### src/hw/rtl/prc_pkg.sv
`timescale 1ns / 1ps
`default_nettype none

package prc_pkg;

    // Width of the binary angle on the ports; internally a full turn is 2^32
    localparam int ANGLE_BITS = 16;
    localparam int FRAC_BITS  = 16;
    localparam int TAB_LEN    = 24;

    // CORDIC gain compensation, K * 2^31
    localparam logic [31:0] GAIN_Q31 = 32'd1304065748;

    // Shift that takes a Q31 gain product down to FRAC_BITS fraction bits
    localparam int GAIN_SHIFT = 31 - FRAC_BITS;

    localparam logic [31:0] HALF_TURN    = 32'h8000_0000;
    localparam logic [31:0] QUARTER_TURN = 32'h4000_0000;
    localparam logic [31:0] THREE_QUARTER_TURN = 32'hC000_0000;

    // atan(2^-i) as a 32-bit binary angle
    localparam logic [31:0] ATAN_TAB [TAB_LEN] = '{
        32'h20000000, 32'h12E4051E, 32'h09FB385B, 32'h051111D4,
        32'h028B0D43, 32'h0145D7E1, 32'h00A2F61E, 32'h00517C55,
        32'h0028BE53, 32'h00145F2F, 32'h000A2F98, 32'h000517CC,
        32'h00028BE6, 32'h000145F3, 32'h0000A2FA, 32'h0000517D,
        32'h000028BE, 32'h0000145F, 32'h00000A30, 32'h00000518,
        32'h0000028C, 32'h00000146, 32'h000000A3, 32'h00000051
    };

    // Request kind carried on tuser
    typedef enum logic {
        REQ_TO_POLAR = 1'b0,
        REQ_TO_RECT  = 1'b1
    } prc_req_t;

    // Per-item control that travels down the cell chain
    typedef struct packed {
        logic polar;   // vectoring (to polar) when set, rotation otherwise
        logic zero;    // point at the origin: force magnitude and angle to zero
    } prc_ctl_t;

endpackage

`default_nettype wire

### src/hw/rtl/prc_cell.sv
`timescale 1ns / 1ps
`default_nettype none

module prc_cell #(
    parameter int SHIFT = 0,
    parameter int WIDTH = 35
) (
    input  wire logic                     aclk,
    input  wire logic                     aresetn,
    input  wire logic                     in_valid,
    output logic                          in_ready,
    input  wire logic signed [WIDTH-1:0]  in_x,
    input  wire logic signed [WIDTH-1:0]  in_y,
    input  wire logic [31:0]              in_z,
    input  wire prc_pkg::prc_ctl_t        in_ctl,
    output logic                          out_valid,
    input  wire logic                     out_ready,
    output logic signed [WIDTH-1:0]       out_x,
    output logic signed [WIDTH-1:0]       out_y,
    output logic [31:0]                   out_z,
    output prc_pkg::prc_ctl_t             out_ctl
);

    localparam logic [31:0] ATAN = prc_pkg::ATAN_TAB[SHIFT];

    logic signed [WIDTH-1:0] xs, ys;
    logic signed [WIDTH-1:0] x_next, y_next;
    logic [31:0]             z_next;
    logic                    y_pos, turn_cw;

    logic                    valid_reg;
    logic signed [WIDTH-1:0] x_reg, y_reg;
    logic [31:0]             z_reg;
    prc_pkg::prc_ctl_t       ctl_reg;

    always_comb begin
        xs    = in_x >>> SHIFT;
        ys    = in_y >>> SHIFT;
        y_pos = !in_y[WIDTH-1] && (in_y != '0);
        // vectoring steers by the sign of y, rotation by the residual angle
        turn_cw = in_ctl.polar ? y_pos : in_z[31];
        if (turn_cw) begin
            x_next = in_x + ys;
            y_next = in_y - xs;
            z_next = in_z + ATAN;
        end else begin
            x_next = in_x - ys;
            y_next = in_y + xs;
            z_next = in_z - ATAN;
        end
    end

    assign in_ready = !valid_reg || out_ready;

    always_ff @(posedge aclk) begin
        if (!aresetn) begin
            valid_reg <= 1'b0;
        end else if (in_ready) begin
            valid_reg <= in_valid;
        end
    end

    always_ff @(posedge aclk) begin
        if (in_ready && in_valid) begin
            x_reg   <= x_next;
            y_reg   <= y_next;
            z_reg   <= z_next;
            ctl_reg <= in_ctl;
        end
    end

    assign out_valid = valid_reg;
    assign out_x     = x_reg;
    assign out_y     = y_reg;
    assign out_z     = z_reg;
    assign out_ctl   = ctl_reg;

endmodule

`default_nettype wire

### config.mk
export PLATFORM = sky130hd
export DESIGN_NAME = prc_cell
export DESIGN_NICKNAME = d
export VERILOG_FILES = /design/src/hw/rtl/prc_pkg.sv /design/src/hw/rtl/prc_cell.sv
export SDC_FILE = /design/constraint.sdc
export NUM_CORES = 1
export LEC_CHECK = 0
export BUFFER_PORTS_ARGS = -buffer_cell sky130_fd_sc_hd__buf_4
export CORE_MARGIN = 3
export CORE_UTILIZATION = 50
export CTS_CLUSTER_DIAMETER = 50
export DETAILED_ROUTE_END_ITERATION = 6
export PLACE_DENSITY = 0.75
export SETUP_SLACK_MARGIN = 0.4
export SKIP_LAST_GASP = 1
export SYNTH_ARGS = -nofsm -noshare
export SYNTH_HDL_FRONTEND = slang
export SYNTH_SLANG_ARGS = --single-unit
export TNS_END_PERCENT = 20
### constraint.sdc
create_clock -name aclk -period 8.6 [get_ports aclk]
set_input_delay 0.43 -clock aclk [delete_from_list [all_inputs] [get_ports aclk]]
set_output_delay 0.43 -clock aclk [all_outputs]
set_load 0.1 [all_outputs]
==> results.sh, run 1 <==
export IMPL_async_flop_share_pct=0
export IMPL_ctsRootBufferMaster="clkbuf_16"
export IMPL_fp_dieW_um=142
export IMPL_synth_top_area_cell="edfxtp_1"
export IMPL_worstPathRequired_ps=8720
export IMPL_syn_num_nets=1264
export IMPL_drt_iter0_drc=908
export IMPL_synth_seq_cells=104
export IMPL_dieArea_mm2=0.0201
export IMPL_cts_buffer_depth=2
export IMPL_max_slew_margin_pct=31.7
export IMPL_antenna_found_initial=0
export IMPL_crit_path_start_kind="input pin"
export IMPL_ys_seq_area_share_pct=33.7
export IMPL_cts_tree="built"
export IMPL_grt_pass1_wl_um=44400
export IMPL_period_minus_slack_ps=3680
export IMPL_crit_fanout=4
export IMPL_final_common_cell="buf_4"
export IMPL_tightestPinTransition_ps=1010
export IMPL_routed_via_count=8753
export IMPL_drc=0
export IMPL_multiInputGateArea_mm2=0.00555
export IMPL_track_usage_pct=27.8
export IMPL_nets=1447
export IMPL_regArea_mm2=0.00311
export IMPL_status="finished clean"
export IMPL_totalWireLength_um=29000
export IMPL_max_clock_freq_mhz=272
export IMPL_grt_overflow_total=0
export IMPL_cts_resized=0
export IMPL_final_cell_mix="216 x buf_4, 132 x a21oi_1, 107 x inv_1"
export IMPL_setup_viol=0
export IMPL_grt_pass1_vias=8114
export IMPL_critPathCaptureType="flip-flop"
export IMPL_grt_max_degree=75
export IMPL_yosys_warnings=0
export IMPL_avgSynthCellArea_um2=8.81
export IMPL_holdBufCountCts=0
export IMPL_n_antenna_cell=0
export IMPL_arrival_ps=3800
export IMPL_wl_per_cell_um=19.8
export IMPL_portBuffers=213
export IMPL_hold_class="in -> reg"
export IMPL_initial_utilization_pct=51.1
export IMPL_num_fill_cells=1608
export IMPL_cts_htree_levels=3
export IMPL_clk_latency_ps=380
export IMPL_worst_path_buf_inv=2
export IMPL_vias_per_cell=5.97
export IMPL_clock_skew_ps=15.8
export IMPL_post_dp_hpwl_um=22400
export IMPL_tns_ps=0
export IMPL_leakagePower_uw=0.00501
export IMPL_synth_ff_type="edfxtp_1"
export IMPL_synth_area_leaders="edfxtp_1 33%, ha_1 14%, a21oi_1 7.2%"
export IMPL_ios=214
export IMPL_area_growth_syn_to_layout_pct=22.0
export IMPL_cpMaxStageDelayCell="o311ai_0"
export IMPL_whs_ps=234
export IMPL_worstPathCellList="buf_4 -> inv_1 -> ha_1 -> nor2b_1 -> o311ai_0 -> a211oi_2 -> o21ai_0 -> a211oi_1 -> o41ai_1 -> a21oi_1 -> o31ai_1 -> xnor2_1"
export IMPL_r2r_setup_slack_ps=6480
export IMPL_max_cap_violations=0
export IMPL_rsz0062_at_grt="no"
export IMPL_synth_top_area_share_pct=33.5
export IMPL_syn_cell_area_mm2=0.00924
export IMPL_die_h_um=142
export IMPL_coreArea_mm2=0.0181
export IMPL_ant_nets=0
export IMPL_cts_clk_slew_worst_paths_ps=80
export IMPL_post_route_cells_drive_above_1_share_pct=20.4
export IMPL_cp_slowest_stage_delay_ps=830
export IMPL_numCtsBuffers=9
export IMPL_vdd_drop_max_uv=105
export IMPL_rows=49
export IMPL_crit_type="in -> reg"
export IMPL_p_per_area_mw_per_mm2=190
export IMPL_cts_sinks=104
export IMPL_gp_congestion=0.975
export IMPL_postSynthCellCount=1048
export IMPL_slew_viol_final=0
export IMPL_synth_edff_count=103
export IMPL_finalHoldViolations=0
export IMPL_drt_pass1_iter_count=5
export IMPL_period_share_pct=42.8
export IMPL_path_delay_family="compound AO/OA/AOI/OAI gates"
export IMPL_synth_cell_types=67
export IMPL_post_cts_buffers=0
[cells in the mapped netlist (all sizes together) (3+ instances only)]
cell and instances:
edfxtp 103, a221oi 3, nand2 57, o31a 3, inv 107, nand2b 23, or2 5, a21o 20
nor2b 11, a211o 6, o21ba 3, ha 104, o311ai 6, o21ai 69, xnor2 58, clkinv 3
and2 7, nor3 18, a21boi 4, nor4 15, o31ai 15, clkbuf 34, o21bai 20, and3 4
o211ai 8, mux2i 15, or3 4, nand4 13, a311oi 3, o221ai 4, a2111oi 4, a211oi 18
nor2 82, buf 10, o21a 6, fa 4, a21oi 132, xor2 10, nand3 11
[flip-flops by register name, indices dropped and copies added (netlist names)]
register and cells:
out_valid 1, out_z 32, out_ctl 2, out_y 35
out_x 34
[per-layer routing]
layer	GRT usage, %	part of all wire, %	vias up
li1	-	-	4122
met1	39.4	44	4137
met2	43.9	45	434
met3	4.31	7.6	60
met4	8.94	2.5	0
met5	0	0	-
[report_power, final]
group	switching, uW	internal (uW)	total (uW)
logic	778	279	1060
registers	20.0	644	664
clock network	216	204	420
[worst register-to-register path, delay by kind of cell, from the launching register on]
family	cells	cell delay [ps]
buffers and inverters	1	700
DFF	1	320
and+or+nand+nor	2	700
[final cells by class]
class	instances	area share (%)
well taps	229	2.54
flip-flops and latches	104	27.6
clock inverters	7	0.533
repair buffers	216	14.4
inverters	110	3.66
clock buffers	9	2.00
multi-input cells	790	49.2
[through the flow]
stage	cell area [um^2]	setup slack, ps	util [%]	power (uW)	std cells
final	11300	4920	62.3	2140	1465
after global placement	11000	4730	60.7	1710	1449
after global routing	11300	4790	62.3	2230	1465
after CTS	11300	4980	62.3	2140	1465
after floorplan	9240	4070	-	1460	1048
after detailed placement	11000	4610	60.7	1720	1449
[kinds of logic (layout without fill, tap and decap cells)]
logic type | count (synthesis) | in the layout | share of synthesized area [%]
AO/OA/AOI/OAI | 340 | 340 | 23.2
AND/OR/NAND/NOR | 258 | 258 | 13.6
buffers and inverters | 154 | 342 | 6.39
adder cells (fa/ha/maj) | 108 | 108 | 15.0
flip-flops | 104 | 104 | 33.7
XOR/XNOR | 68 | 68 | 6.45
multiplexers | 16 | 16 | 1.75
[worst paths after layout]
kind	depth (start not counted)	to	from
hold reg to reg	2	out_valid	out_valid
setup reg to reg	3	out_x[21]	out_valid
hold / removal	1	out_z[11]	in_z[11]
setup / recovery	12	out_y[27]	in_x[1]
(Power assumes the default switching activity.)
==> run 2, diff against run 1 <==
- clock period: 8.6 -> 3.6 ns (I/O delays scaled with it)
==> run 2 against run 1 <==
Against the previous run: global-route usage grew 0.64 points; sequential share of layout area is 1.5 points lower; critical path depth did not move; routed wire length rose by 2.7%; hold slack lost 190 ps; core utilization is 3.6 points higher; clock-buffer cell count stayed put; die area stayed put; via count rose by 1.9%; register-to-register slack worse by 4700 ps; largest power group unchanged.
==> results.sh, run 2 (synthesis gave the netlist of run 1 again) <==
export IMPL_vias_per_cell=5.82
export IMPL_drc=0
export IMPL_area_growth_syn_to_layout_pct=28.9
export IMPL_initial_utilization_pct=51.1
export IMPL_grt_pass1_wl_um=45500
export IMPL_cts_buffer_depth=2
export IMPL_cts_htree_levels=3
export IMPL_final_common_cell="buf_4"
export IMPL_startpoint="in_x[11]"
export IMPL_final_cell_mix="251 x buf_4, 132 x a21oi_1, 107 x inv_1"
export IMPL_post_dp_hpwl_um=23000
export IMPL_grt_overflow_total=0
export IMPL_totalWireLength_um=29700
export IMPL_cpMaxStageDelayCell="or4_4"
export IMPL_fin_cells=1532
export IMPL_track_usage_pct=28.5
export IMPL_fp_dieW_um=142
export IMPL_grt_pass1_vias=8463
export IMPL_rows=49
export IMPL_min_delay_start="in_ctl[1]"
export IMPL_cts_clk_slew_worst_paths_ps=70
export IMPL_worstPathCellList="buf_4 -> inv_1 -> ha_1 -> or4_4 -> or3_1 -> a211oi_1 -> o311ai_1 -> a211oi_2 -> a21oi_1 -> a21oi_1 -> nor4_1 -> nor3_1"
export IMPL_tightestPinTransition_ps=770
export IMPL_slew_viol_final=0
export IMPL_p_per_area_mw_per_mm2=444
export IMPL_critPathCaptureType="flip-flop"
export IMPL_period_minus_slack_ps=3110
export IMPL_cp_slowest_stage_delay_ps=560
export IMPL_largest_reg_flops=35
export IMPL_max_cap_violations=0
export IMPL_drt_pass1_iter_count=6
export IMPL_clock_skew_ps=6.62
export IMPL_portBuffers=213
export IMPL_placed_cells=1486
export IMPL_antenna_found_initial=0
export IMPL_die_h_um=142
export IMPL_vdd_drop_max_uv=255
export IMPL_final_area_mm2=0.0119
export IMPL_wl_per_cell_um=19.4
export IMPL_worst_path_most_repeated_cell="a21oi_1"
export IMPL_place_area_mm2=0.0113
export IMPL_max_slew_margin_pct=48.6
export IMPL_routed_via_count=8915
export IMPL_coreArea_mm2=0.0181
export IMPL_tns_ps=0
export IMPL_drt_iter0_drc=898
export IMPL_ios=214
export IMPL_clk_latency_ps=360
export IMPL_r2r_start="out_valid"
export IMPL_max_clock_freq_mhz=321
export IMPL_worstPathRequired_ps=3740
export IMPL_setup_viol=0
export IMPL_finalHoldViolations=0
export IMPL_nets=1514
export IMPL_dieArea_mm2=0.0201
export IMPL_crit_fanout=4
export IMPL_ant_nets=0
export IMPL_hold_class="in -> reg"
export IMPL_post_route_cells_drive_above_1_share_pct=22.2
export IMPL_numCtsBuffers=9
export IMPL_gp_congestion=0.963
export IMPL_arrival_ps=3250
export IMPL_crit_path_start_kind="input pin"
export IMPL_period_share_pct=86.4
export IMPL_leakagePower_uw=0.00534
export IMPL_cts_tree="built"
export IMPL_status="finished clean"
export IMPL_crit_type="in -> reg"
export IMPL_path_delay_family="compound AO/OA/AOI/OAI gates"
export IMPL_rsz0062_at_grt="yes"
export IMPL_grt_max_degree=57
export IMPL_worst_path_buf_inv=2
export IMPL_ctsRootBufferMaster="clkbuf_16"
export IMPL_n_antenna_cell=0
export IMPL_cts_sinks=104
[run 2: changes by cell type in the layout (fill, tap and decap cells not counted), sizes merged]
cell / change
bufinv: +1
clkinv: +1
dlygate4sd3: +30
buf: +37
inv: -2
[run 2: area by class of cell]
type	instances	area, um^2
Tap cell	229	287
Fill cell	1513	6170
Sequential cell	104	3110
Multi-Input combinational cell	790	5550
Timing Repair Buffer	283	2220
Clock buffer	9	225
Clock inverter	7	100
Inverter	110	413
[run 2: timing repair]
item                                    4_1_cts  5_1_grt
resized for setup                             0        1
endpoints found under the hold margin        30        0
hold buffers                                 30        0
endpoints found under the setup margin        0       13
setup buffers                                 0        0
[run 2: worst paths after layout]
check	depth (start not counted)	end	slack, ps
min	1	out_ctl[1]	50
max	12	out_y[30]	490
min reg2reg	2	out_valid	560
max reg2reg	3	out_y[24]	1790
[run 2: metrics by stage]
step	total power, uW	hold WS (ps)	utilization [%]	setup slack (ps)
floorplan	3490	279	-	634
global placement	4150	358	62.4	266
detailed placement	4160	359	62.4	161
CTS	5280	43.2	65.9	502
global route	5500	43.7	65.9	324
finish	5290	49.1	65.9	489
[run 2: routing by layer]
layer	GRT usage [%]	vias up	share of wire, %	routed length [um]
met1	40.7	4178	45	13300
li1	-	4257	-	-
met3	3.84	46	7.6	2260
met5	0	-	0	0
met4	7.12	0	2.2	646
met2	45.9	434	46	13600
[run 2: power breakdown]
group,switching (uW),leakage [uW],total [uW],internal [uW]
clock,522,0.000158,1090,565
combinational,1890,0.00418,2620,735
sequential,44.9,0.00100,1580,1540
total,2450,0.00534,5290,2840
