<file path="src/hw/rtl/prc_pkg.sv">
`timescale 1ns / 1ps
`default_nettype none

package prc_pkg;

    // Width of the binary angle on the ports; internally a full turn is 2^32
    localparam int ANGLE_BITS = 16;
    localparam int FRAC_BITS  = 16;
    localparam int TAB_LEN    = 24;

    // CORDIC gain compensation, K * 2^31
    localparam logic [31:0] GAIN_Q31 = 32'd1304065748;

    // Shift that takes a Q31 gain product down to FRAC_BITS fraction bits
    localparam int GAIN_SHIFT = 31 - FRAC_BITS;

    localparam logic [31:0] HALF_TURN    = 32'h8000_0000;
    localparam logic [31:0] QUARTER_TURN = 32'h4000_0000;
    localparam logic [31:0] THREE_QUARTER_TURN = 32'hC000_0000;

    // atan(2^-i) as a 32-bit binary angle
    localparam logic [31:0] ATAN_TAB [TAB_LEN] = '{
        32'h20000000, 32'h12E4051E, 32'h09FB385B, 32'h051111D4,
        32'h028B0D43, 32'h0145D7E1, 32'h00A2F61E, 32'h00517C55,
        32'h0028BE53, 32'h00145F2F, 32'h000A2F98, 32'h000517CC,
        32'h00028BE6, 32'h000145F3, 32'h0000A2FA, 32'h0000517D,
        32'h000028BE, 32'h0000145F, 32'h00000A30, 32'h00000518,
        32'h0000028C, 32'h00000146, 32'h000000A3, 32'h00000051
    };

    // Request kind carried on tuser
    typedef enum logic {
        REQ_TO_POLAR = 1'b0,
        REQ_TO_RECT  = 1'b1
    } prc_req_t;

    // Per-item control that travels down the cell chain
    typedef struct packed {
        logic polar;   // vectoring (to polar) when set, rotation otherwise
        logic zero;    // point at the origin: force magnitude and angle to zero
    } prc_ctl_t;

endpackage

`default_nettype wire

</file>
<file path="src/hw/rtl/prc_post.sv">
`timescale 1ns / 1ps
`default_nettype none

module prc_post #(
    parameter int COORD_BITS = 16,
    parameter int WIDTH      = 35
) (
    input  wire logic                     aclk,
    input  wire logic                     aresetn,
    input  wire logic                     in_valid,
    output logic                          in_ready,
    input  wire logic signed [WIDTH-1:0]  in_x,
    input  wire logic signed [WIDTH-1:0]  in_y,
    input  wire logic [31:0]              in_z,
    input  wire prc_pkg::prc_ctl_t        in_ctl,
    output logic                          out_valid,
    input  wire logic                     out_ready,
    output logic [COORD_BITS-1:0]         out_real,
    output logic [COORD_BITS-1:0]         out_imag,
    output logic [COORD_BITS-1:0]         out_mag,
    output logic [15:0]                   out_angle
);

    localparam int RW = WIDTH - prc_pkg::FRAC_BITS;
    localparam longint SMAX_L = (longint'(1) <<< (COORD_BITS - 1)) - 1;
    localparam longint UMAX_L = (longint'(1) <<< COORD_BITS) - 1;
    localparam logic signed [RW-1:0] S_MAX = RW'(SMAX_L);
    localparam logic signed [RW-1:0] S_MIN = RW'(-SMAX_L - 1);
    localparam logic signed [RW-1:0] U_MAX = RW'(UMAX_L);
    localparam logic signed [WIDTH-1:0] HALF_LSB =
        WIDTH'(longint'(1) <<< (prc_pkg::FRAC_BITS - 1));

    logic signed [WIDTH-1:0] sum_x, sum_y;
    logic signed [RW-1:0]    rnd_x, rnd_y, sat_x, sat_y, mag_c;
    logic [31:0]             z_sum;
    logic [COORD_BITS-1:0]   real_next, imag_next, mag_next;
    logic [15:0]             angle_next;

    logic                    valid_reg;
    logic [COORD_BITS-1:0]   real_reg, imag_reg, mag_reg;
    logic [15:0]             angle_reg;

    always_comb begin
        // round half up, then floor away the fraction
        sum_x = in_x + HALF_LSB;
        sum_y = in_y + HALF_LSB;
        rnd_x = sum_x[WIDTH-1:prc_pkg::FRAC_BITS];
        rnd_y = sum_y[WIDTH-1:prc_pkg::FRAC_BITS];

        sat_x = rnd_x;
        if (rnd_x > S_MAX) sat_x = S_MAX;
        if (rnd_x < S_MIN) sat_x = S_MIN;
        sat_y = rnd_y;
        if (rnd_y > S_MAX) sat_y = S_MAX;
        if (rnd_y < S_MIN) sat_y = S_MIN;

        mag_c = rnd_x;
        if (rnd_x < 0) mag_c = '0;
        if (rnd_x > U_MAX) mag_c = U_MAX;

        z_sum = in_z + 32'h0000_8000;

        real_next  = '0;
        imag_next  = '0;
        mag_next   = '0;
        angle_next = '0;
        if (in_ctl.polar) begin
            if (!in_ctl.zero) begin
                mag_next   = mag_c[COORD_BITS-1:0];
                angle_next = z_sum[31:16];
            end
        end else begin
            real_next = sat_x[COORD_BITS-1:0];
            imag_next = sat_y[COORD_BITS-1:0];
        end
    end

    assign in_ready = !valid_reg || out_ready;

    always_ff @(posedge aclk) begin
        if (!aresetn) begin
            valid_reg <= 1'b0;
        end else if (in_ready) begin
            valid_reg <= in_valid;
        end
    end

    always_ff @(posedge aclk) begin
        if (in_ready && in_valid) begin
            real_reg  <= real_next;
            imag_reg  <= imag_next;
            mag_reg   <= mag_next;
            angle_reg <= angle_next;
        end
    end

    assign out_valid = valid_reg;
    assign out_real  = real_reg;
    assign out_imag  = imag_reg;
    assign out_mag   = mag_reg;
    assign out_angle = angle_reg;

endmodule

`default_nettype wire

</file>
<file path="config.mk">
export PLATFORM = sky130hd
export DESIGN_NAME = prc_post
export DESIGN_NICKNAME = d
export VERILOG_FILES = /design/src/hw/rtl/prc_pkg.sv /design/src/hw/rtl/prc_post.sv
export SDC_FILE = /design/constraint.sdc
export NUM_CORES = 1
export LEC_CHECK = 0
export ABC_AREA = 1
export BUFFER_PORTS_ARGS = -buffer_cell sky130_fd_sc_hd__buf_2
export CAP_MARGIN = 20
export CORE_MARGIN = 3
export CORE_UTILIZATION = 30
export DETAILED_ROUTE_END_ITERATION = 7
export MAX_ROUTING_LAYER = met4
export PLACE_DENSITY = 0.58
export SLEW_MARGIN = 5
export SYNTH_ARGS = -nofsm -noshare
export SYNTH_HDL_FRONTEND = slang
export SYNTH_SLANG_ARGS = --single-unit
</file>
<file path="constraint.sdc">
create_clock -name aclk -period 10.9 [get_ports aclk]
set_input_delay 1.09 -clock aclk [delete_from_list [all_inputs] [get_ports aclk]]
set_output_delay 1.09 -clock aclk [all_outputs]
set_load 0.02 [all_outputs]
</file>
==> results of run 1 <==
-- placed cells by master (no fill, tap or decap), drive strengths merged, types with 3 or more instances in the layout --
master  netlist  final
xor2         16     16
xnor2        15     15
clkinv        0      3
edfxtp       64     64
ha            3      3
nor3         10     10
a21oi        38     38
nand4         7      7
nand3        23     23
buf           7    129
o21ai        21     21
clkbuf        1      9
nand2        86     86
inv          67     67
nor2         77     77
or2           3      3
-- cells in the mapped netlist --
master    number  area share
a21boi_0       1      0.0019
a21oi_1       28       0.035
a21oi_2       10       0.022
buf_2          1      0.0013
buf_4          1      0.0019
buf_6          5       0.014
clkbuf_1       1     0.00095
dfxtp_1        1      0.0051
edfxtp_1      64        0.49
ha_1           3      0.0095
inv_1         64       0.061
inv_2          2      0.0019
inv_4          1      0.0016
nand2_1       78       0.074
nand2_2        5      0.0079
nand2_4        3      0.0085
nand3_1       20       0.025
nand3_2        2      0.0051
nand3_4        1      0.0044
nand3b_1       1      0.0019
nand4_1        7       0.011
nor2_1        62       0.059
nor2_2         7       0.011
nor2_4         8       0.023
nor3_1        10       0.013
nor3b_1        2      0.0038
nor4_1         1      0.0016
o21a_1         1      0.0019
o21ai_0       10       0.013
o21ai_1       11       0.014
o21bai_1       2      0.0038
o22ai_1        2      0.0032
or2_2          3      0.0047
xnor2_1       15       0.033
xor2_1        16       0.035
-- cells by family (layout without fill, tap and decap cells) --
family | Yosys count | count (layout)
adder cells (fa/ha/maj) | 3 | 3
buffers and inverters | 75 | 210
AO/OA/AOI/OAI | 65 | 65
AND/OR/NAND/NOR | 210 | 210
flip-flops | 65 | 65
XOR/XNOR | 31 | 31
-- power groups by stage --
stage / clock, uW / combinational (uW) / sequential (uW)
2_1_floorplan: 0 / 48.0 / 328
3_3_place_gp: 0 / 113 / 304
3_5_place_dp: 0 / 114 / 304
4_1_cts: 301 / 114 / 299
5_1_grt: 312 / 125 / 301
6_report: 293 / 113 / 299
-- final cells by class --
| class | instances | area [sq um] | share of cell area |
|---|---|---|---|
| clock inverters | 5 | 72.6 | 0.0144 |
| flip-flops and latches | 65 | 1940 | 0.384 |
| multi-input cells | 309 | 1700 | 0.336 |
| clock buffers | 9 | 225 | 0.0445 |
| repair buffers | 129 | 648 | 0.128 |
| inverters | 67 | 254 | 0.0502 |
| well taps | 172 | 215 | 0.0426 |
-- state kept, by name, indices dropped and copies added, names as in the netlist --
signal     flops
out_angle     16
out_imag      16
out_mag       16
out_real      16
out_valid      1
-- worst min path at each step --
stage                                      start                     end  slack (ns)  depth (start not counted)
after floorplan           out_valid$_SDFFE_PN0N_  out_valid$_SDFFE_PN0N_        0.73                          2
after global placement    out_valid$_SDFFE_PN0N_  out_valid$_SDFFE_PN0N_        0.53                          2
after detailed placement  out_valid$_SDFFE_PN0N_  out_valid$_SDFFE_PN0N_        0.56                          2
after CTS                 out_valid$_SDFFE_PN0N_  out_valid$_SDFFE_PN0N_        0.56                          2
after global routing      out_valid$_SDFFE_PN0N_  out_valid$_SDFFE_PN0N_        0.63                          2
final                     out_valid$_SDFFE_PN0N_  out_valid$_SDFFE_PN0N_        0.56                          2
-- tightest hold or removal path, stage by stage (launching register included) --
cell      delay (ns)
dfxtp_1         0.34
nand2_1         0.09
a21boi_0        0.08
-- routing by layer --
| layer | global-route usage | share of wire | wire (microns) |
|---|---|---|---|
| met5 | - | 0 | 0 |
| met4 | 0.0482 | 0.020 | 189 |
| met3 | 0.0290 | 0.042 | 400 |
| met2 | 0.221 | 0.48 | 4620 |
| met1 | 0.169 | 0.46 | 4390 |
-- stage by stage --
step,hold slack (ns),total power (uW),instance area (sq um),utilization,setup slack [ns]
floorplan,0.729,376,3960,-,6.16
global placement,0.528,417,4760,0.373,7.96
detailed placement,0.556,418,4760,0.373,7.95
CTS,0.563,715,5060,0.396,8.29
global route,0.625,737,5060,0.396,8.10
finish,0.557,705,5060,0.396,8.26
==> results.cfg, run 1 <==
[status]
status = finished clean

[critical_path]
path_delay_family = simple AND/OR/NAND/NOR gates
worstReg2RegStart = out_valid$_SDFFE_PN0N_
slowest_delay_ns = 0.31
setup.worst_path.end = out_real[4]$_SDFFCE_PP0P_
critPathMaxFanout = 16
path_cells = buf_2, ha_1, inv_1, nor2_4, nand2_1, o21ai_1, nand2_1, inv_1, nand3_2, a21oi_1, nor2_2
reg2reg_depth = 2
required_ns = 10.97
path_class = input port to register
timing.rr.end = out_mag[13]$_SDFFCE_PP0P_
r2r_setup_slack_ns = 9.35
cp.depth = 11
critPathSlowestCell = nand3_2
critPathBufInv = 3
crit_start = in_x[15]
endpoint_kind = register
critPathLaunchType = input port
cp.arrival_ns = 2.71

[floorplanning]
die_x_microns = 121
core_area_sq_mm = 0.0128
num_rows = 41
dieArea_sq_mm = 0.0146
die_y_microns = 121
io_pins = 174
start_util = 0.310

[clock_tree]
cts_hold_buf = 0
cts_root_buf = clkbuf_16
cts_resized = 0
cts_sinks = 65
cts_buffers = 9
cts_buffer_depth = 2
cts_tree = built
postCtsSetupBuffers = 0
htree_levels = 3
clk_pin_slew_worst_paths_ns = 0.05
clock_latency_ns = 0.32

[sta]
setup_tns_ns = 0
fin_crit_sh = 0.242
finalHoldViolations = 0
rsz0062_at_grt = no
slew_headroom = 0.454
tightest_slew_ns = 0.819
timing.fmax_mhz = 378
final-max-slew-violation-count = 0
setup_viol_count_final = 0
finalCriticalPeriod_ns = 2.64
fin_skew_ns = 0.00671

[logic_synthesis]
syn_inst = 449
yosysWarnings = 0
synth_xor_xnor_area_share = 0.0686
synth_top_family_by_area = simple AND/OR/NAND/NOR gates
ys_seq_elements = 65
seq_area_frac_synth = 0.491
synth_compound_area_frac = 0.0949
yosysUniqueCellTypes = 35
synth_nets = 560
synth-simple-area-share = 0.254
avgSynthCellArea_sq_um = 8.81
synthAdderAreaFrac = 0.00949
syn_area_sq_mm = 0.00396
synth_mux_area_frac = 0

[job]
maxCapViolCount = 0

[power_and_ir_drop]
ir_worst_vdd_v = 0.0000575
p_per_area_mw_per_mm2 = 140
p_clk_frac = 0.416
switchingPower_uw = 179
p_int_uw = 527
netSwitchingFraction = 0.254
power.share.sequential = 0.424
leakage_uw = 0.00229
comb_power_share = 0.160

[final_layout]
area_delta_synth_final_pct = 27.8
fill_cells = 1275
nNetsFinal = 692
drive_gt1_frac = 0.315
diodes = 0
final_cells = 756

[detailed_routing]
ant_nets = 0
routed-via-count = 3313
drt_wl_total_microns = 9590
drc = 0
wl_per_cell_microns = 12.7
vias_per_cell = 4.38
drt-initial-drc-count = 171
firstDrtPassIters = 4

[placement]
port_buffers = 128
placed_cells = 742
hpwl_microns = 7500
gp_congestion = 0.847

[global_route]
grt_util_all_layers = 0.136
grt_pass1_vias = 3165
grt_pass1_wl_microns = 15300
globalRoute.totalOverflow = 0
antenna_found_initial = 0
grt_max_degree = 65

[worst_hold_path]
hold_class = register to register
Note: power is estimated with default switching activity, not from simulation.
==> run 2: changes to the inputs <==
==> constraint.sdc (replaced) <==
create_clock -name aclk -period 2.6 [get_ports aclk]
set_input_delay 0.26 -clock aclk [delete_from_list [all_inputs] [get_ports aclk]]
set_output_delay 0.26 -clock aclk [all_outputs]
set_load 0.02 [all_outputs]
==> results.cfg, run 2 (synthesis gave the netlist of run 1 again) <==
[worst_hold_path]
min-delay-start = aresetn
hold_end = out_valid$_SDFFE_PN0N_
hold_path_depth = 2
hold_class = input port to register

[critical_path]
critPathMaxFanout = 15
timing.rr.end = out_mag[9]$_SDFFCE_PP0P_
slowest_delay_ns = 0.33
critPathBufInv = 3
cp_common_cell = nand2_1
path_delay_family = simple AND/OR/NAND/NOR gates
critPathSlowestCell = nand2_1
path_cells = buf_2, ha_1, inv_1, nor2_4, nand3_4, nor2_2, nand2_1, nand2_1, nand2_1, o21ai_0, inv_1
reg2reg_depth = 2
r2r_setup_slack_ns = 1.40
cp.arrival_ns = 1.89
endpoint_kind = register
path_class = input port to register
required_ns = 2.68
critPathLaunchType = input port
crit_start = in_x[15]
worstReg2RegStart = out_valid$_SDFFE_PN0N_

[clock_tree]
cts_tree = built
postCtsSetupBuffers = 0
cts_sinks = 65
clk_pin_slew_worst_paths_ns = 0.05
cts_hold_buf = 0
cts_buffer_depth = 2
cts_buffers = 9
htree_levels = 3
cts_resized = 0
clock_latency_ns = 0.32
cts_root_buf = clkbuf_16

[global_route]
globalRoute.totalOverflow = 0
grt_pass1_wl_microns = 15500
grt_util_all_layers = 0.138
grt_pass1_vias = 3229
grt_max_degree = 65
antenna_found_initial = 0

[placement]
placed_area_sq_mm = 0.00477
port_buffers = 128
hpwl_microns = 7620
gp_congestion = 0.891

[status]
status = finished clean

[sta]
finalCriticalPeriod_ns = 1.82
final-max-slew-violation-count = 0
timing.fmax_mhz = 550
tightest_slew_ns = 0.611
fin_crit_sh = 0.699
rsz0062_at_grt = no
fin_skew_ns = 0.00458
slew_headroom = 0.593
setup_viol_count_final = 0
finalHoldViolations = 0
setup_tns_ns = 0

[detailed_routing]
firstDrtPassIters = 4
drt_wl_total_microns = 9660
drt-initial-drc-count = 183
ant_nets = 0
drc = 0
wl_per_cell_microns = 12.8
routed-via-count = 3370
vias_per_cell = 4.45

[final_layout]
drive_gt1_frac = 0.320
area_delta_synth_final_pct = 27.8
final_common_cell = buf_2
fin_area_sq_mm = 0.00506
fill_cells = 1326
final_cell_mix = 128 x buf_2, 78 x nand2_1, 64 x inv_1, 64 x edfxtp_1, 62 x nor2_1
diodes = 0
nNetsFinal = 692

[power_and_ir_drop]
power_uw = 2890
leakage_uw = 0.00228
ir_worst_vdd_v = 0.000268
p_per_area_mw_per_mm2 = 572

[floorplanning]
io_pins = 174
core_area_sq_mm = 0.0128
dieArea_sq_mm = 0.0146
die_y_microns = 121
start_util = 0.310
die_x_microns = 121
num_rows = 41

[job]
maxCapViolCount = 0
==> run 2: cell count changes in the layout (fill, tap and decap cells not counted), sizes merged <==
cell	before	now
clkinvlp	0	2
bufinv	2	1
==> run 2: per-stage QoR <==
stage	util	hold WS [ns]	setup WS [ns]	std cells
floorplan	-	0.414	0.665	449
CTS	0.396	0.172	0.799	757
finish	0.396	0.186	0.783	757
detailed placement	0.373	0.524	0.455	742
global placement	0.373	0.512	0.406	742
global route	0.396	0.183	0.530	757
==> run 2: final cells by class <==
class / instances / area, sq um / area share
timing repair buffer: 129 / 661 / 0.131
clock buffer: 9 / 225 / 0.0445
multi-input combinational: 309 / 1700 / 0.336
sequential: 65 / 1940 / 0.384
tap: 172 / 215 / 0.0426
inverter: 67 / 254 / 0.0502
clock inverter: 6 / 60.1 / 0.0119
==> run 2: worst max path at each step <==
stage / cells after the start / to / slack (ns)
3_3_place_gp: 11 / out_mag[0]$_SDFFCE_PP0P_ / 0.41
4_1_cts: 11 / out_mag[0]$_SDFFCE_PP0P_ / 0.80
6_report: 11 / out_mag[0]$_SDFFCE_PP0P_ / 0.78
5_1_grt: 11 / out_mag[2]$_SDFFCE_PP0P_ / 0.53
3_5_place_dp: 11 / out_mag[2]$_SDFFCE_PP0P_ / 0.46
2_1_floorplan: 1 / out_angle[0]$_SDFFCE_PP0P_ / 0.67
==> run 2: power by group <==
| part | internal, uW | total (uW) | switching [uW] | leakage (uW) |
|---|---|---|---|---|
| clock | 730 | 1160 | 429 | 0.000137 |
| sequential | 1240 | 1250 | 18.9 | 0.000647 |
| combinational | 155 | 476 | 321 | 0.00150 |
==> run 2: per-layer routing <==
metal  up-vias  global-route usage  routed length [microns]
li1       1744                   -                        -
met1      1523               0.170                     4330
met2        87               0.227                     4710
met3        16              0.0220                      400
met4         0              0.0524                      217
met5         -                   -                        0
==> run 3: changes to the inputs <==
--- a/config.mk
+++ b/config.mk
@@ -5,14 +5,14 @@
 export SDC_FILE = /design/constraint.sdc
 export NUM_CORES = 1
 export LEC_CHECK = 0
-export ABC_AREA = 1
+export ABC_AREA = 0
 export BUFFER_PORTS_ARGS = -buffer_cell sky130_fd_sc_hd__buf_2
 export CAP_MARGIN = 20
 export CORE_MARGIN = 3
 export CORE_UTILIZATION = 30
 export DETAILED_ROUTE_END_ITERATION = 7
 export MAX_ROUTING_LAYER = met4
-export PLACE_DENSITY = 0.58
+export PLACE_DENSITY = 0.59
 export SLEW_MARGIN = 5
 export SYNTH_ARGS = -nofsm -noshare
 export SYNTH_HDL_FRONTEND = slang
==> constraint.sdc (replaced) <==
create_clock -name aclk -period 1.8 [get_ports aclk]
set_input_delay 0.18 -clock aclk [delete_from_list [all_inputs] [get_ports aclk]]
set_output_delay 0.18 -clock aclk [all_outputs]
set_load 0.02 [all_outputs]
==> results.cfg, run 3 <==
[logic_synthesis]
netlist_top_cells_count = 64 x edfxtp_1, 50 x a21oi_1, 31 x nor2_1, 27 x xor2_1, 25 x nand2_1
ys_seq_elements = 65
synth_top_area_share = 0.553
yosysWarnings = 0
avgSynthCellArea_sq_um = 11.1
seq_area_frac_synth = 0.559
synth-edff-count = 64
synth_ff_type = edfxtp_1
syn_area_sq_mm = 0.00347
async_flop_share = 0
syn_inst = 313
synth_top_area_cell = edfxtp_1
yosysUniqueCellTypes = 40
synth_nets = 424
synth.area.top_cells = edfxtp_1 55%, a21oi_1 7.2%, xor2_1 6.8%
synth.most_common_cell = edfxtp_1

[global_route]
grt_pass1_wl_microns = 14800
grt_util_all_layers = 0.151
globalRoute.totalOverflow = 0
grt_max_degree = 26
antenna_found_initial = 0
grt_pass1_vias = 3004

[floorplanning]
num_rows = 38
die_y_microns = 114
dieArea_sq_mm = 0.0129
core_area_sq_mm = 0.0111
start_util = 0.314
die_x_microns = 114
io_pins = 174

[final_layout]
fill_cells = 1077
utilization = 0.456
final_cells = 647
diodes = 0
drive_gt1_frac = 0.434
final-seq-area_sq_mm = 0.00194
area_delta_synth_final_pct = 45.5
nNetsFinal = 613
multi_input_comb_area_sq_mm = 0.00148
final_cell_mix = 128 x buf_2, 64 x edfxtp_1, 54 x buf_4
final_common_cell = buf_2

[sta]
setup_ws_ns = 0.147
fin_crit_sh = 0.918
finalHoldViolations = 0
setup_viol_count_final = 0
rsz0062_at_grt = no
setup_tns_ns = 0
tightest_slew_ns = 0.643
final-max-slew-violation-count = 0
timing.fmax_mhz = 605
slew_headroom = 0.571
finalCriticalPeriod_ns = 1.65
fin_skew_ns = 0.00389

[job]
maxCapViolCount = 0

[status]
status = finished clean

[power_and_ir_drop]
power_uw = 4210
ir_worst_vdd_v = 0.000326
p_per_area_mw_per_mm2 = 832
leakage_uw = 0.00209

[clock_tree]
cts_buffer_depth = 2
clock_latency_ns = 0.33
cts_tree = built
cts_resized = 0
cts_root_buf = clkbuf_16
clk_pin_slew_worst_paths_ns = 0.06
cts_buffers = 9
cts_sinks = 65
htree_levels = 3

[detailed_routing]
routed-via-count = 3095
drc = 0
drt-initial-drc-count = 187
firstDrtPassIters = 4
vias_per_cell = 4.78
wl_per_cell_microns = 14.8
ant_nets = 0
drt_wl_total_microns = 9550

[critical_path]
critPathLaunchType = input port
reg2reg_depth = 3
endpoint_kind = register
path_class = input port to register
required_ns = 1.98
cp.arrival_ns = 1.83
critPathMaxFanout = 9
r2r_setup_slack_ns = 0.50

[worst_hold_path]
hold_path_depth = 2
hold_class = input port to register

[placement]
placed_cells = 631
port_buffers = 128
gp_congestion = 0.832
hpwl_microns = 7310
dp_slack_ns = -0.198
## run 3: where the power goes
group,leakage [uW],switching [uW],internal [uW],total [uW]
combinational,0.00131,427,287,714
clock,0.000134,672,1010,1680
sequential,0.000647,26.1,1780,1810
## run 3: cells by family (layout without fill, tap and decap cells)
group | Yosys count | after routing | synth area share
DFF | 65 | 65 | 0.559
buffers and inverters | 15 | 209 | 0.0216
and+or+nand+nor | 123 | 123 | 0.189
adders and majority gates | 3 | 3 | 0.0108
AOI/OAI and AO/OA | 63 | 63 | 0.108
xor gates and xnor gates | 43 | 43 | 0.108
muxes | 1 | 1 | 0.00288
## run 3: final timing paths
kind	startpoint	to
setup / recovery	in_x[21]	out_real[14]$_SDFFCE_PP0P_
hold / removal	aresetn	out_valid$_SDFFE_PN0N_
setup reg to reg	out_valid$_SDFFE_PN0N_	out_imag[13]$_SDFFCE_PP0P_
hold reg to reg	out_valid$_SDFFE_PN0N_	out_valid$_SDFFE_PN0N_
## run 3: critical path: stages
cell and delay, ns:
buf_2 0.10, nand4_1 0.22, buf_4 0.22, nor4_2 0.39
nor4_1 0.08, a21oi_1 0.17, nand3_1 0.12, buf_4 0.19
a21oi_1 0.16
## run 3: per-layer routing
metal | vias up | global-route usage | part of all wire
met2 | 97 | 0.241 | 0.48
met5 | - | - | 0
met1 | 1453 | 0.185 | 0.43
met4 | 0 | 0.0769 | 0.025
met3 | 12 | 0.0255 | 0.060
li1 | 1533 | - | -
## run 3: per-stage QoR
step           instance area, sq um  hold slack, ns
2_1_floorplan                  3490           0.319
3_3_place_gp                   4760           0.443
3_5_place_dp                   4760           0.443
4_1_cts                        5050          0.0868
5_1_grt                        5050          0.0999
6_report                       5050          0.0979
## run 3: final cells by class
type | count | share of cell area
clock buffer | 11 | 0.0500
timing repair buffer | 187 | 0.227
tap | 140 | 0.0347
sequential | 65 | 0.384
inverter | 6 | 0.00446
clock inverter | 5 | 0.00792
multi-input combinational | 233 | 0.292
## run 3: what timing repair did
item | in CTS | in global routing
hold buffers | 0 | 0
setup buffers | 0 | 0
endpoints found under the setup margin | 0 | 1
